<file path="config.mk">
export PLATFORM = sky130hd
export DESIGN_NAME = ppiah_cordic
export DESIGN_NICKNAME = d
export VERILOG_FILES = /design/src/rtl/core/ppiah_pkg.sv /design/src/rtl/core/ppiah_cordic.sv
export SDC_FILE = /design/constraint.sdc
export NUM_CORES = 1
export LEC_CHECK = 0
export ABC_AREA = 1
export BUFFER_PORTS_ARGS = -buffer_cell sky130_fd_sc_hd__buf_2
export CAP_MARGIN = 10
export CORE_UTILIZATION = 60
export CTS_CLUSTER_DIAMETER = 100
export DETAILED_ROUTE_END_ITERATION = 8
export PLACE_DENSITY_LB_ADDON = 0.25
export SETUP_SLACK_MARGIN = 0.5
export SKIP_CTS_REPAIR_TIMING = 1
export SLEW_MARGIN = 20
export SYNTH_ARGS = -nofsm -noshare
export SYNTH_HDL_FRONTEND = slang
export SYNTH_SLANG_ARGS = --single-unit
</file>
<file path="constraint.sdc">
create_clock -name i_clk -period 11.9 [get_ports i_clk]
set_clock_uncertainty 0.05 [all_clocks]
set_input_delay 0 -clock i_clk [delete_from_list [all_inputs] [get_ports i_clk]]
set_output_delay 0 -clock i_clk [all_outputs]
set_load 0.05 [all_outputs]
</file>
<file path="src/rtl/core/ppiah_pkg.sv">
package ppiah_pkg;

    localparam int TRIG_ITER_DEF  = 16;
    localparam int TRIG_TABLE_LEN = 24;
    localparam int ITER_W         = $clog2(TRIG_TABLE_LEN + 1);

    // angles in the trig unit are Q24 radians, heading is Q3.16
    localparam int ANG_W  = 30;
    localparam int TRIG_W = 34;
    localparam int MUL_W  = 36;
    localparam int PROD_W = 2 * MUL_W;
    localparam int NUM_W  = 51;
    localparam int DEN_W  = 26;
    localparam int QUO_W  = 52;

    localparam logic signed [ANG_W-1:0]  PI_Q24      = 30'sd52707179;
    localparam logic signed [ANG_W-1:0]  HALF_PI_Q24 = 30'sd26353589;
    localparam logic signed [ANG_W-1:0]  TWO_PI_Q24  = 30'sd105414357;
    localparam logic signed [TRIG_W-1:0] TRIG_GAIN   = 34'sd652032874;
    localparam logic signed [21:0]       PI_Q16      = 22'sd205887;
    localparam logic signed [21:0]       TWO_PI_Q16  = 22'sd411775;

    localparam logic [1:0] REG_CRUISE = 2'd0;
    localparam logic [1:0] REG_GAIN   = 2'd1;
    localparam logic [1:0] REG_CLIMB  = 2'd2;

    localparam logic [30:0] CRUISE_RST = 31'd327680;
    localparam logic [15:0] GAIN_RST   = 16'd512;
    localparam logic [14:0] CLIMB_RST  = 15'd512;

    function automatic logic signed [ANG_W-1:0] atan_q24(input logic [ITER_W-1:0] idx);
        logic signed [ANG_W-1:0] a;
        begin
            case (idx)
                5'd0:    a = 30'sd13176795;
                5'd1:    a = 30'sd7778716;
                5'd2:    a = 30'sd4110060;
                5'd3:    a = 30'sd2086331;
                5'd4:    a = 30'sd1047214;
                5'd5:    a = 30'sd524117;
                5'd6:    a = 30'sd262123;
                5'd7:    a = 30'sd131069;
                5'd8:    a = 30'sd65536;
                5'd9:    a = 30'sd32768;
                5'd10:   a = 30'sd16384;
                5'd11:   a = 30'sd8192;
                5'd12:   a = 30'sd4096;
                5'd13:   a = 30'sd2048;
                5'd14:   a = 30'sd1024;
                5'd15:   a = 30'sd512;
                5'd16:   a = 30'sd256;
                5'd17:   a = 30'sd128;
                5'd18:   a = 30'sd64;
                5'd19:   a = 30'sd32;
                5'd20:   a = 30'sd16;
                5'd21:   a = 30'sd8;
                5'd22:   a = 30'sd4;
                5'd23:   a = 30'sd2;
                default: a = 30'sd0;
            endcase
            return a;
        end
    endfunction

    // shift right with round to nearest, ties away from zero
    function automatic logic signed [PROD_W-1:0] rnd_sh(input logic signed [PROD_W-1:0] p,
                                                        input int unsigned s);
        logic signed [PROD_W-1:0] h;
        begin
            h = 72'sd1 <<< (s - 1);
            return (p + h - (p[PROD_W-1] ? 72'sd1 : 72'sd0)) >>> s;
        end
    endfunction

endpackage

</file>
<file path="src/rtl/core/ppiah_cordic.sv">
module ppiah_cordic #(
    parameter int TRIG_ITERATIONS = ppiah_pkg::TRIG_ITER_DEF
) (
    input  logic                                   i_clk,
    input  logic                                   i_rst_n,
    input  logic                                   i_start,
    input  logic signed [ppiah_pkg::ANG_W-1:0]     i_angle,
    output logic                                   o_done,
    output logic signed [ppiah_pkg::TRIG_W-1:0]    o_sin,
    output logic signed [ppiah_pkg::TRIG_W-1:0]    o_cos
);

    localparam int N = (TRIG_ITERATIONS > ppiah_pkg::TRIG_TABLE_LEN) ?
                       ppiah_pkg::TRIG_TABLE_LEN : TRIG_ITERATIONS;
    localparam logic [ppiah_pkg::ITER_W-1:0] LAST = ppiah_pkg::ITER_W'(N - 1);

    typedef enum logic [1:0] {C_IDLE, C_RED, C_ITER} t_cstate;

    t_cstate                              r_state;
    logic                                 r_done;
    logic                                 r_flip;
    logic [ppiah_pkg::ITER_W-1:0]         r_cnt;
    logic signed [ppiah_pkg::ANG_W-1:0]   r_ang;
    logic signed [ppiah_pkg::TRIG_W-1:0]  r_x;
    logic signed [ppiah_pkg::TRIG_W-1:0]  r_y;
    logic signed [ppiah_pkg::TRIG_W-1:0]  xs;
    logic signed [ppiah_pkg::TRIG_W-1:0]  ys;

    assign xs = r_x >>> r_cnt;
    assign ys = r_y >>> r_cnt;

    always_ff @(posedge i_clk) begin
        if (!i_rst_n) begin
            r_state <= C_IDLE;
            r_done  <= 1'b0;
        end else begin
            r_done <= 1'b0;
            case (r_state)
                C_IDLE: begin
                    if (i_start) begin
                        r_ang   <= i_angle;
                        r_state <= C_RED;
                    end
                end
                C_RED: begin
                    // one 2*pi step per cycle, then fold into the right half plane
                    if (r_ang > ppiah_pkg::PI_Q24) begin
                        r_ang <= r_ang - ppiah_pkg::TWO_PI_Q24;
                    end else if (r_ang < -ppiah_pkg::PI_Q24) begin
                        r_ang <= r_ang + ppiah_pkg::TWO_PI_Q24;
                    end else begin
                        if (r_ang > ppiah_pkg::HALF_PI_Q24) begin
                            r_ang  <= r_ang - ppiah_pkg::PI_Q24;
                            r_flip <= 1'b1;
                        end else if (r_ang < -ppiah_pkg::HALF_PI_Q24) begin
                            r_ang  <= r_ang + ppiah_pkg::PI_Q24;
                            r_flip <= 1'b1;
                        end else begin
                            r_flip <= 1'b0;
                        end
                        r_x     <= ppiah_pkg::TRIG_GAIN;
                        r_y     <= '0;
                        r_cnt   <= '0;
                        r_state <= C_ITER;
                    end
                end
                C_ITER: begin
                    if (r_ang >= 0) begin
                        r_x   <= r_x - ys;
                        r_y   <= r_y + xs;
                        r_ang <= r_ang - ppiah_pkg::atan_q24(r_cnt);
                    end else begin
                        r_x   <= r_x + ys;
                        r_y   <= r_y - xs;
                        r_ang <= r_ang + ppiah_pkg::atan_q24(r_cnt);
                    end
                    r_cnt <= r_cnt + 1'b1;
                    if (r_cnt == LAST) begin
                        r_done  <= 1'b1;
                        r_state <= C_IDLE;
                    end
                end
                default: r_state <= C_IDLE;
            endcase
        end
    end

    assign o_done = r_done;
    assign o_sin  = r_flip ? -r_y : r_y;
    assign o_cos  = r_flip ? -r_x : r_x;

endmodule

</file>
==> flow_summary.yaml <==
sta:
  slew-limit-headroom_pct: 25.4
  fin_crit_sh_pct: 50.1
  fin_ws_ps: 5940
  clock.fmax_mhz: 168
  rsz0062_at_grt: "false"
  period_needed_ps: 5960
  finalSetupViolations: 0
  worst_pin_slew_ps: 1120
  finalHoldViolCount: 0
  finalMaxSlewViolations: 0
  tns_ps: 0
floorplanning:
  die_area_um2: 38300
  coreArea_um2: 36800
  die_h_um: 196
  chipWidth_um: 196
  floorplan.initialDensity_pct: 61.3
  rows: 70
  ios: 102
clocking:
  htree_levels: 4
  clk_pin_slew_ps: 60
  numCtsBuffers: 17
  clkLatencyLatePin_ps: 460
  clkSinkCount: 131
  cts_tree: "yes"
  root_buffer: "clkbuf_16"
  clock_path_buffers: 2
power:
  p_seq_share_pct: 13.3
  internal-power_mw: 2.81
  p_leak_nw: 11.4
  pwr-share-clk_pct: 7.3
  power_density_nw_per_um2: 315
  ir_drop_mv: 0.238
  p_comb_share_pct: 79.4
  switching_share_pct: 62.6
  switchingPower_mw: 4.72
drt:
  first_iter_violations: 3469
  avgRoutedWirePerCell_um: 18.9
  avgViaCountPerCell: 6.19
  first_pass_iters: 8
  ant_nets: 0
  routed_wl_um: 83600
  drc: 0
  vias: 27300
critical_path:
  start_kind: "flop"
  slowest_stage: "inv_2"
  cpMostUsedCell: "nand2_1"
  crit_arrival_ps: 6120
  path_max_fanout: 73
  r2r_cells: 29
  cp.required_ps: 12060
  cp-end-kind: "flop"
  critical_path_class: "reg2reg"
  cp_slowest_stage_delay_ps: 600
layout:
  nNetsFinal: 4085
  instances_no_fill: 4417
  fillCellCount: 3716
  seq_area_um2: 3660
  area_growth_pct: 6.10
  fin_util_pct: 65.0
  multi_input_area_um2: 16700
  drive_above_1_share_pct: 6.13
logic_synthesis:
  syn_inst: 3925
  synth_top_area_share_pct: 18.9
  synth-edff-count: 104
  async_flop_share_pct: 0
  synth.ff_latch_count: 131
  synth_nets: 4075
  yosysMostFrequentCell: "nand2_1"
  yosysTopAreaCell: "nand2_1"
  yosys_most_used_dff: "edfxtp_1"
  ys_top_cells_by_area: "nand2_1 (19%), edfxtp_1 (14%), nand3_1 (12%)"
  ys_seq_area_share_pct: 16.3
  syn_area_per_cell_um2: 5.74
  synthesis.area_um2: 22500
  synth_commonest_cells: "nand2_1 (1133), nand3_1 (539), nor2_1 (401)"
  synth_warnings: 0
  ys_types: 61
placement:
  place.gp.congestion: 1.03
  hpwl_um: 62800
  place_ws_ps: 6170
  io_buffers: 101
  dpl.cell_count: 4353
hold_path:
  min_path_type: "in2reg"
  min_path_cells: 6
grt:
  antenna_found_initial: 1
  grt_max_degree: 74
  grt_overflow: 0
  grt_pass1_vias: 24400
  grtUsageTotal_pct: 42.7
  grt_pass1_wl_um: 130000
status:
  outcome: "finished clean"
run:
  cap_violations: 0
## cells in the final DEF (no fill, tap or decap), drive strengths merged, types with 27 or more instances in the layout
cell | netlist | final
nand2 | 1154 | 1154
nand3 | 541 | 541
nor2 | 413 | 413
inv | 364 | 367
a21oi | 283 | 283
o21ai | 254 | 254
xor2 | 151 | 151
buf | 89 | 123
ha | 114 | 114
edfxtp | 104 | 104
nor3 | 61 | 61
xnor2 | 47 | 47
nand4 | 44 | 44
dlygate4sd3 | 0 | 31
a31oi | 30 | 30
o21a | 29 | 29
dfxtp | 27 | 27
## power by group through the flow
stage	Sequential, mW	Clock [mW]	Combinational, mW
after global routing	1.00	0.560	6.62
final	1.00	0.546	5.98
after detailed placement	0.992	0	5.73
after floorplan	0.799	0	4.54
after CTS	0.986	0.539	5.79
after global placement	0.994	0	5.71
## through the flow
step | hold WS (ps) | instance area [µm²] | total power, mW
global route | 201 | 23900 | 8.18
global placement | 222 | 23000 | 6.70
floorplan | 88.4 | 22500 | 5.34
CTS | -245 | 23600 | 7.32
detailed placement | 224 | 23000 | 6.73
finish | 150 | 23900 | 7.53
## metal layers
| layer | up-vias | share of wire [%] | routed length [µm] | GRT usage (%) |
|---|---|---|---|---|
| met2 | 1658 | 43 | 36200 | 68.3 |
| met5 | - | 0 | 0 | 0 |
| met3 | 399 | 10 | 8670 | 6.57 |
| met4 | 0 | 8.1 | 6760 | 28.9 |
| li1 | 13200 | - | - | - |
| met1 | 12100 | 38 | 32000 | 53.0 |
## cell type report
cell class	count	share of cell area, %
clock buffer	20	1.83
multi-input combinational	3260	69.9
sequential	131	15.3
timing repair buffer	154	4.10
antenna	1	0.0105
clock inverter	12	0.549
inverter	371	5.87
tap	468	2.45
## critical path: cells and delay by family, from the launching register on
kind,cells,cell delay (ps)
flip-flops,1,320
AND/OR/NAND/NOR,15,1830
XOR/XNOR,1,160
adder cells (fa/ha/maj),1,310
buffers and inverters,6,1520
AO/OA/AOI/OAI,6,1480
## worst paths after layout
kind,slack (ps),endpoint,from
max,5940,r_y[24],r_cnt[0]
min,150,r_state[1],i_start
max reg2reg,5940,r_y[24],r_cnt[0]
min reg2reg,460,r_state[1],r_state[1]
## cell families after synthesis
kind of cell / count (synthesis) / share of synthesized area [%]
simple gates: 2273 / 43.2
compound gates: 672 / 16.6
buf+inv: 534 / 9.68
flops: 131 / 16.3
fa+ha+maj: 117 / 6.60
xor+xnor: 198 / 7.69
Note: power is estimated with default switching activity, not from simulation.
