**config.mk**
```make
export PLATFORM = sky130hd
export DESIGN_NAME = ppiah_div
export DESIGN_NICKNAME = d
export VERILOG_FILES = /design/src/rtl/core/ppiah_pkg.sv /design/src/rtl/core/ppiah_div.sv
export SDC_FILE = /design/constraint.sdc
export NUM_CORES = 1
export LEC_CHECK = 0
export ABC_AREA = 1
export BUFFER_PORTS_ARGS = -buffer_cell sky130_fd_sc_hd__buf_2
export CAP_MARGIN = 15
export CORE_AREA = 4 4 145 147
export CTS_BUF_LIST = sky130_fd_sc_hd__clkbuf_4 sky130_fd_sc_hd__clkbuf_8 sky130_fd_sc_hd__clkbuf_16
export CTS_CLUSTER_SIZE = 28
export DETAILED_ROUTE_END_ITERATION = 12
export DIE_AREA = 0 0 149 151
export HOLD_SLACK_MARGIN = 0.02
export PLACE_DENSITY = 0.82
export SYNTH_ARGS = -nofsm -noshare
export SYNTH_HDL_FRONTEND = slang
export SYNTH_SLANG_ARGS = --single-unit
```
**constraint.sdc**
```tcl
create_clock -name i_clk -period 5.3 [get_ports i_clk]
set_clock_uncertainty 0.15 [all_clocks]
set_input_delay 1.06 -clock i_clk [delete_from_list [all_inputs] [get_ports i_clk]]
set_output_delay 1.06 -clock i_clk [all_outputs]
set_load 0.005 [all_outputs]
```
**src/rtl/core/ppiah_pkg.sv**
```systemverilog
package ppiah_pkg;

    localparam int TRIG_ITER_DEF  = 16;
    localparam int TRIG_TABLE_LEN = 24;
    localparam int ITER_W         = $clog2(TRIG_TABLE_LEN + 1);

    // angles in the trig unit are Q24 radians, heading is Q3.16
    localparam int ANG_W  = 30;
    localparam int TRIG_W = 34;
    localparam int MUL_W  = 36;
    localparam int PROD_W = 2 * MUL_W;
    localparam int NUM_W  = 51;
    localparam int DEN_W  = 26;
    localparam int QUO_W  = 52;

    localparam logic signed [ANG_W-1:0]  PI_Q24      = 30'sd52707179;
    localparam logic signed [ANG_W-1:0]  HALF_PI_Q24 = 30'sd26353589;
    localparam logic signed [ANG_W-1:0]  TWO_PI_Q24  = 30'sd105414357;
    localparam logic signed [TRIG_W-1:0] TRIG_GAIN   = 34'sd652032874;
    localparam logic signed [21:0]       PI_Q16      = 22'sd205887;
    localparam logic signed [21:0]       TWO_PI_Q16  = 22'sd411775;

    localparam logic [1:0] REG_CRUISE = 2'd0;
    localparam logic [1:0] REG_GAIN   = 2'd1;
    localparam logic [1:0] REG_CLIMB  = 2'd2;

    localparam logic [30:0] CRUISE_RST = 31'd327680;
    localparam logic [15:0] GAIN_RST   = 16'd512;
    localparam logic [14:0] CLIMB_RST  = 15'd512;

    function automatic logic signed [ANG_W-1:0] atan_q24(input logic [ITER_W-1:0] idx);
        logic signed [ANG_W-1:0] a;
        begin
            case (idx)
                5'd0:    a = 30'sd13176795;
                5'd1:    a = 30'sd7778716;
                5'd2:    a = 30'sd4110060;
                5'd3:    a = 30'sd2086331;
                5'd4:    a = 30'sd1047214;
                5'd5:    a = 30'sd524117;
                5'd6:    a = 30'sd262123;
                5'd7:    a = 30'sd131069;
                5'd8:    a = 30'sd65536;
                5'd9:    a = 30'sd32768;
                5'd10:   a = 30'sd16384;
                5'd11:   a = 30'sd8192;
                5'd12:   a = 30'sd4096;
                5'd13:   a = 30'sd2048;
                5'd14:   a = 30'sd1024;
                5'd15:   a = 30'sd512;
                5'd16:   a = 30'sd256;
                5'd17:   a = 30'sd128;
                5'd18:   a = 30'sd64;
                5'd19:   a = 30'sd32;
                5'd20:   a = 30'sd16;
                5'd21:   a = 30'sd8;
                5'd22:   a = 30'sd4;
                5'd23:   a = 30'sd2;
                default: a = 30'sd0;
            endcase
            return a;
        end
    endfunction

    // shift right with round to nearest, ties away from zero
    function automatic logic signed [PROD_W-1:0] rnd_sh(input logic signed [PROD_W-1:0] p,
                                                        input int unsigned s);
        logic signed [PROD_W-1:0] h;
        begin
            h = 72'sd1 <<< (s - 1);
            return (p + h - (p[PROD_W-1] ? 72'sd1 : 72'sd0)) >>> s;
        end
    endfunction

endpackage

```
**src/rtl/core/ppiah_div.sv**
```systemverilog
module ppiah_div (
    input  logic                                  i_clk,
    input  logic                                  i_rst_n,
    input  logic                                  i_start,
    input  logic signed [ppiah_pkg::NUM_W-1:0]    i_num,
    input  logic signed [ppiah_pkg::DEN_W-1:0]    i_den,
    output logic                                  o_done,
    output logic signed [ppiah_pkg::QUO_W-1:0]    o_quot
);

    localparam int NW = ppiah_pkg::NUM_W;
    localparam int DW = ppiah_pkg::DEN_W;
    localparam int CW = $clog2(NW + 1);

    logic              r_busy;
    logic              r_done;
    logic              r_neg;
    logic [CW-1:0]     r_cnt;
    logic [NW-1:0]     r_q;
    logic [DW:0]       r_rem;
    logic [DW-1:0]     r_md;
    logic [NW-1:0]     mn;
    logic [DW-1:0]     md;
    logic [DW+1:0]     rem_sh;
    logic [DW+1:0]     rem_sub;

    assign mn      = i_num[NW-1] ? NW'(-i_num) : NW'(i_num);
    assign md      = i_den[DW-1] ? DW'(-i_den) : DW'(i_den);
    assign rem_sh  = {r_rem, r_q[NW-1]};
    assign rem_sub = rem_sh - {2'b00, r_md};

    // restoring division, one quotient bit per cycle
    always_ff @(posedge i_clk) begin
        if (!i_rst_n) begin
            r_busy <= 1'b0;
            r_done <= 1'b0;
        end else begin
            r_done <= 1'b0;
            if (i_start) begin
                r_busy <= 1'b1;
                r_neg  <= i_num[NW-1] ^ i_den[DW-1];
                r_md   <= md;
                r_q    <= mn + NW'(md >> 1);
                r_rem  <= '0;
                r_cnt  <= '0;
            end else if (r_busy) begin
                if (!rem_sub[DW+1]) begin
                    r_rem <= rem_sub[DW:0];
                    r_q   <= {r_q[NW-2:0], 1'b1};
                end else begin
                    r_rem <= rem_sh[DW:0];
                    r_q   <= {r_q[NW-2:0], 1'b0};
                end
                r_cnt <= r_cnt + 1'b1;
                if (r_cnt == CW'(NW - 1)) begin
                    r_busy <= 1'b0;
                    r_done <= 1'b1;
                end
            end
        end
    end

    assign o_done = r_done;
    assign o_quot = r_neg ? -$signed({1'b0, r_q}) : $signed({1'b0, r_q});

endmodule

```
==> out/metrics.csv <==
stage,metric,value,unit
clock_tree,cts_tree,yes,
worst_setup_path,critPathLaunchType,input pin,
timing,final_hold_viol_count,0,
worst_setup_path,cp.buffers_inverters,3,
cells_and_area,diodes,0,
timing,timing.slew.headroom,39.7,%
power,power_density,278,mW/mm^2
global_route,grt_pass1_vias,11110,
power,peakVddDrop,0.198,mV
power,p_switching,1450,uW
hold_path,hp-class,reg -> reg,
cells_and_area,areaGrowthSynthToFinish,12.6,%
cells_and_area,drive_gt1_share,15.4,%
timing,finalCritPeriodShare,83.6,%
detailed_routing,wl,34700,um
cells_and_area,multi_input_area,0.00770,sq mm
worst_setup_path,cpMaxStageDelayCell,o31ai_1,
placement,gp_congestion,0.953,
synthesis,ys_types,54,
die,die_area,0.0225,sq mm
cells_and_area,final_cells,2150,
clock_tree,clock_sinks,113,
clock_tree,cts.reportedPaths.clkPinSlew,0.06,ns
detailed_routing,vias,12198,
detailed_routing,antenna_left,0,
die,core-area,0.0199,sq mm
power,seqPwrFrac,32.9,%
die,initial_core_util,60.0,%
die,dieWidth,149,um
worst_setup_path,critPathCaptureType,flip-flop,
synthesis,synthArstFlopShare,0,%
detailed_routing,vias_per_cell,5.67,
timing,slew_violations,0,
detailed_routing,wl_per_cell,16.2,um
synthesis,synth_edf_count,111,
timing,tightestPinTransition,0.902,ns
synthesis,avgSynthCellArea,6.85,sq um
global_route,grt_pass1_wl,55600,um
global_route,grt_use_total,30.8,%
synthesis,synth_seq_area_share,28.2,%
cells_and_area,nNetsFinal,2005,
synthesis,syn_inst,1744,
placement,hpwl,27800,um
timing,rsz0062_at_grt,no,
clock_tree,clockBufferDepth,2,
placement,placedCellCount,2118,
die,fp-row-count,52,
placement,io_buffer_count,132,
cells_and_area,fill_cells,1761,
power,pwr-share-clk,29.0,%
timing,setup_viol,0,
detailed_routing,drc,0,
run,maxCapViolations,0,
clock_tree,clk_root_buffer_cell,clkbuf_16,
worst_setup_path,path_max_fanout,5,
worst_setup_path,path_delay_family,compound AO/OA/AOI/OAI gates,
timing,period_minus_slack,4.43,ns
timing,max_freq,0.226,GHz
clock_tree,insertion_delay,0.43,ns
die,fp.dieH,151,um
power,combPwrFrac,38.1,%
worst_setup_path,critPathArrivalTime,4.46,ns
detailed_routing,drt_iter0_drc,1135,
synthesis,yosys_warnings,0,
synthesis,synth_ff_type,edfxtp_1,
worst_setup_path,cpMostUsedCell,nand2_1,
die,ioPinCount,133,
power,switching_share,38.7,%
power,p_leak,0.00616,uW
worst_setup_path,worstSetupPathType,in -> reg,
placement,pre_cts_ws,0.492,ns
worst_setup_path,crit_chain,buf_2 > inv_1 > ha_1 > nand2_1 > nor2_1 > nand2_2 > inv_1 > nand2_1 > o31ai_1 > o21ai_0 > xor2_1 > ha_1 > a21oi_1 > o21ai_0 > a21oi_1 > nand3_2 > or2_1 > nand3_1 > nand2_1,
clock_tree,post_cts_buffers,0,
global_route,grt_max_degree,57,
synthesis,synth_nets,1881,
power,intPower,2290,uW
status,outcome,completed,
synthesis,ys_ff_latch,113,
global_route,antenna_found_initial,0,
clock_tree,postCtsHoldBufs,0,
cells_and_area,regArea,0.00337,sq mm
detailed_routing,drtPass1Iterations,6,
timing,final.setup.tns,0,ns
clock_tree,htreeDepth,4,
clock_tree,post_cts_resized,0,
global_route,globalRouteOverflowTotal,0,
worst_setup_path,max_stage_delay,0.38,ns
timing,setup_ws,0.869,ns
worst_setup_path,required,5.33,ns
clock_tree,numCtsBuffers,17,
synthesis,syn_area,0.0120,sq mm
[Yosys cell counts (2+ instances only)]
cell | instances | area [sq um]
a211oi_1 | 4 | 30.0
a21o_1 | 5 | 37.5
a21oi_1 | 96 | 480
a31oi_1 | 13 | 81.3
buf_1 | 2 | 7.51
buf_2 | 10 | 50.1
clkbuf_1 | 23 | 86.3
dfxtp_1 | 2 | 40.0
edfxtp_1 | 111 | 3330
fa_1 | 2 | 40.0
ha_1 | 55 | 688
inv_1 | 186 | 698
inv_2 | 10 | 37.5
nand2_1 | 442 | 1660
nand2_2 | 38 | 238
nand2_4 | 5 | 56.3
nand3_1 | 128 | 641
nand3_2 | 11 | 110
nand3b_1 | 10 | 75.1
nand4_1 | 25 | 156
nor2_1 | 193 | 724
nor2_2 | 24 | 150
nor2_4 | 10 | 113
nor3_1 | 30 | 150
nor3_2 | 7 | 70.1
nor4_1 | 12 | 75.1
o211ai_1 | 3 | 22.5
o21a_1 | 4 | 30.0
o21ai_0 | 99 | 495
o21ai_1 | 15 | 75.1
o31ai_1 | 5 | 37.5
or2_1 | 3 | 18.8
or2_2 | 2 | 12.5
xnor2_1 | 53 | 464
xor2_1 | 87 | 762
[state kept, by name, indices dropped and copies added, names as in the netlist]
| name | flops |
|---|---|
| r_md | 26 |
| r_rem | 27 |
| o_done | 1 |
| r_busy | 1 |
| r_neg | 1 |
| r_q | 51 |
| r_cnt | 6 |
[metal layers]
layer  wire length [um]  GRT usage (%)  up-vias
li1                   -              -     6047
met2              14900           47.3      574
met1              15900           46.1     5527
met4                615           7.64        0
met5                  0              0        -
met3               3370           4.34       50
[tightest hold or removal path: stages (launching register included)]
cell,delay (ns)
dfxtp_1,0.30
nand2_1,0.13
nor3b_1,0.07
[cell usage in the layout (no fill, tap or decap), types with 10 or more instances in the layout]
cell       count
nor2_4        10
nor2_1       193
inv_2         11
edfxtp_1     111
nor4_1        12
xnor2_1       53
nand3_1      128
nand4_1       25
buf_2        132
nor2_2        24
clkbuf_16     17
a21oi_1       96
nor3_1        30
a31oi_1       13
nand2_1      441
nand2_2       38
nand3b_1      10
ha_1          55
inv_1        185
o21ai_0       99
xor2_1        87
o21ai_1       15
nand3_2       11
[stage by stage]
step / area, sq um / power, uW / hold WS [ns] / util (%)
5_1_grt: 13500 / 3960 / 0.414 / 67.6
6_report: 13500 / 3740 / 0.394 / 67.6
3_3_place_gp: 12900 / 2590 / 0.374 / 64.6
4_1_cts: 13400 / 3710 / 0.392 / 67.4
3_5_place_dp: 12900 / 2620 / 0.381 / 64.6
2_1_floorplan: 12000 / 2190 / 0.302 / -
[path summary, 6_finish.rpt]
check | start | to | slack (ns) | cells past startpoint
worst min-delay path | r_busy | o_done | 0.39 | 2
worst max-delay path | i_den[0] | r_q[28] | 0.87 | 19
worst max register to register | r_rem[1] | r_rem[25] | 1.62 | 11
worst min register to register | r_busy | o_done | 0.39 | 2
[cells by family (layout without fill, tap and decap cells)]
group                    count (synthesis)  after routing  synth area share (%)
AND/OR/NAND/NOR                        947            947                  36.2
AO/OA/AOI/OAI                          251            251                  11.3
buffers and inverters                  233            369                  7.45
XOR/XNOR                               143            143                  10.8
flip-flops                             113            113                  28.2
adder cells (fa/ha/maj)                 57             57                  6.09
[area by class of cell]
type,count,area share (%)
flip-flops and latches,113,25.1
clock buffers,17,3.16
repair buffers,141,5.56
multi-input cells,1398,57.2
clock inverters,14,0.995
inverters,197,5.50
well taps,270,2.51
[power by group through the flow]
stage / clock network, uW / logic, uW / registers (uW)
global placement: 0 / 1350 / 1240
global route: 1130 / 1580 / 1240
detailed placement: 0 / 1380 / 1240
floorplan: 0 / 979 / 1210
finish: 1090 / 1420 / 1230
CTS: 1090 / 1390 / 1230
Power figures use the tool's default switching activity.
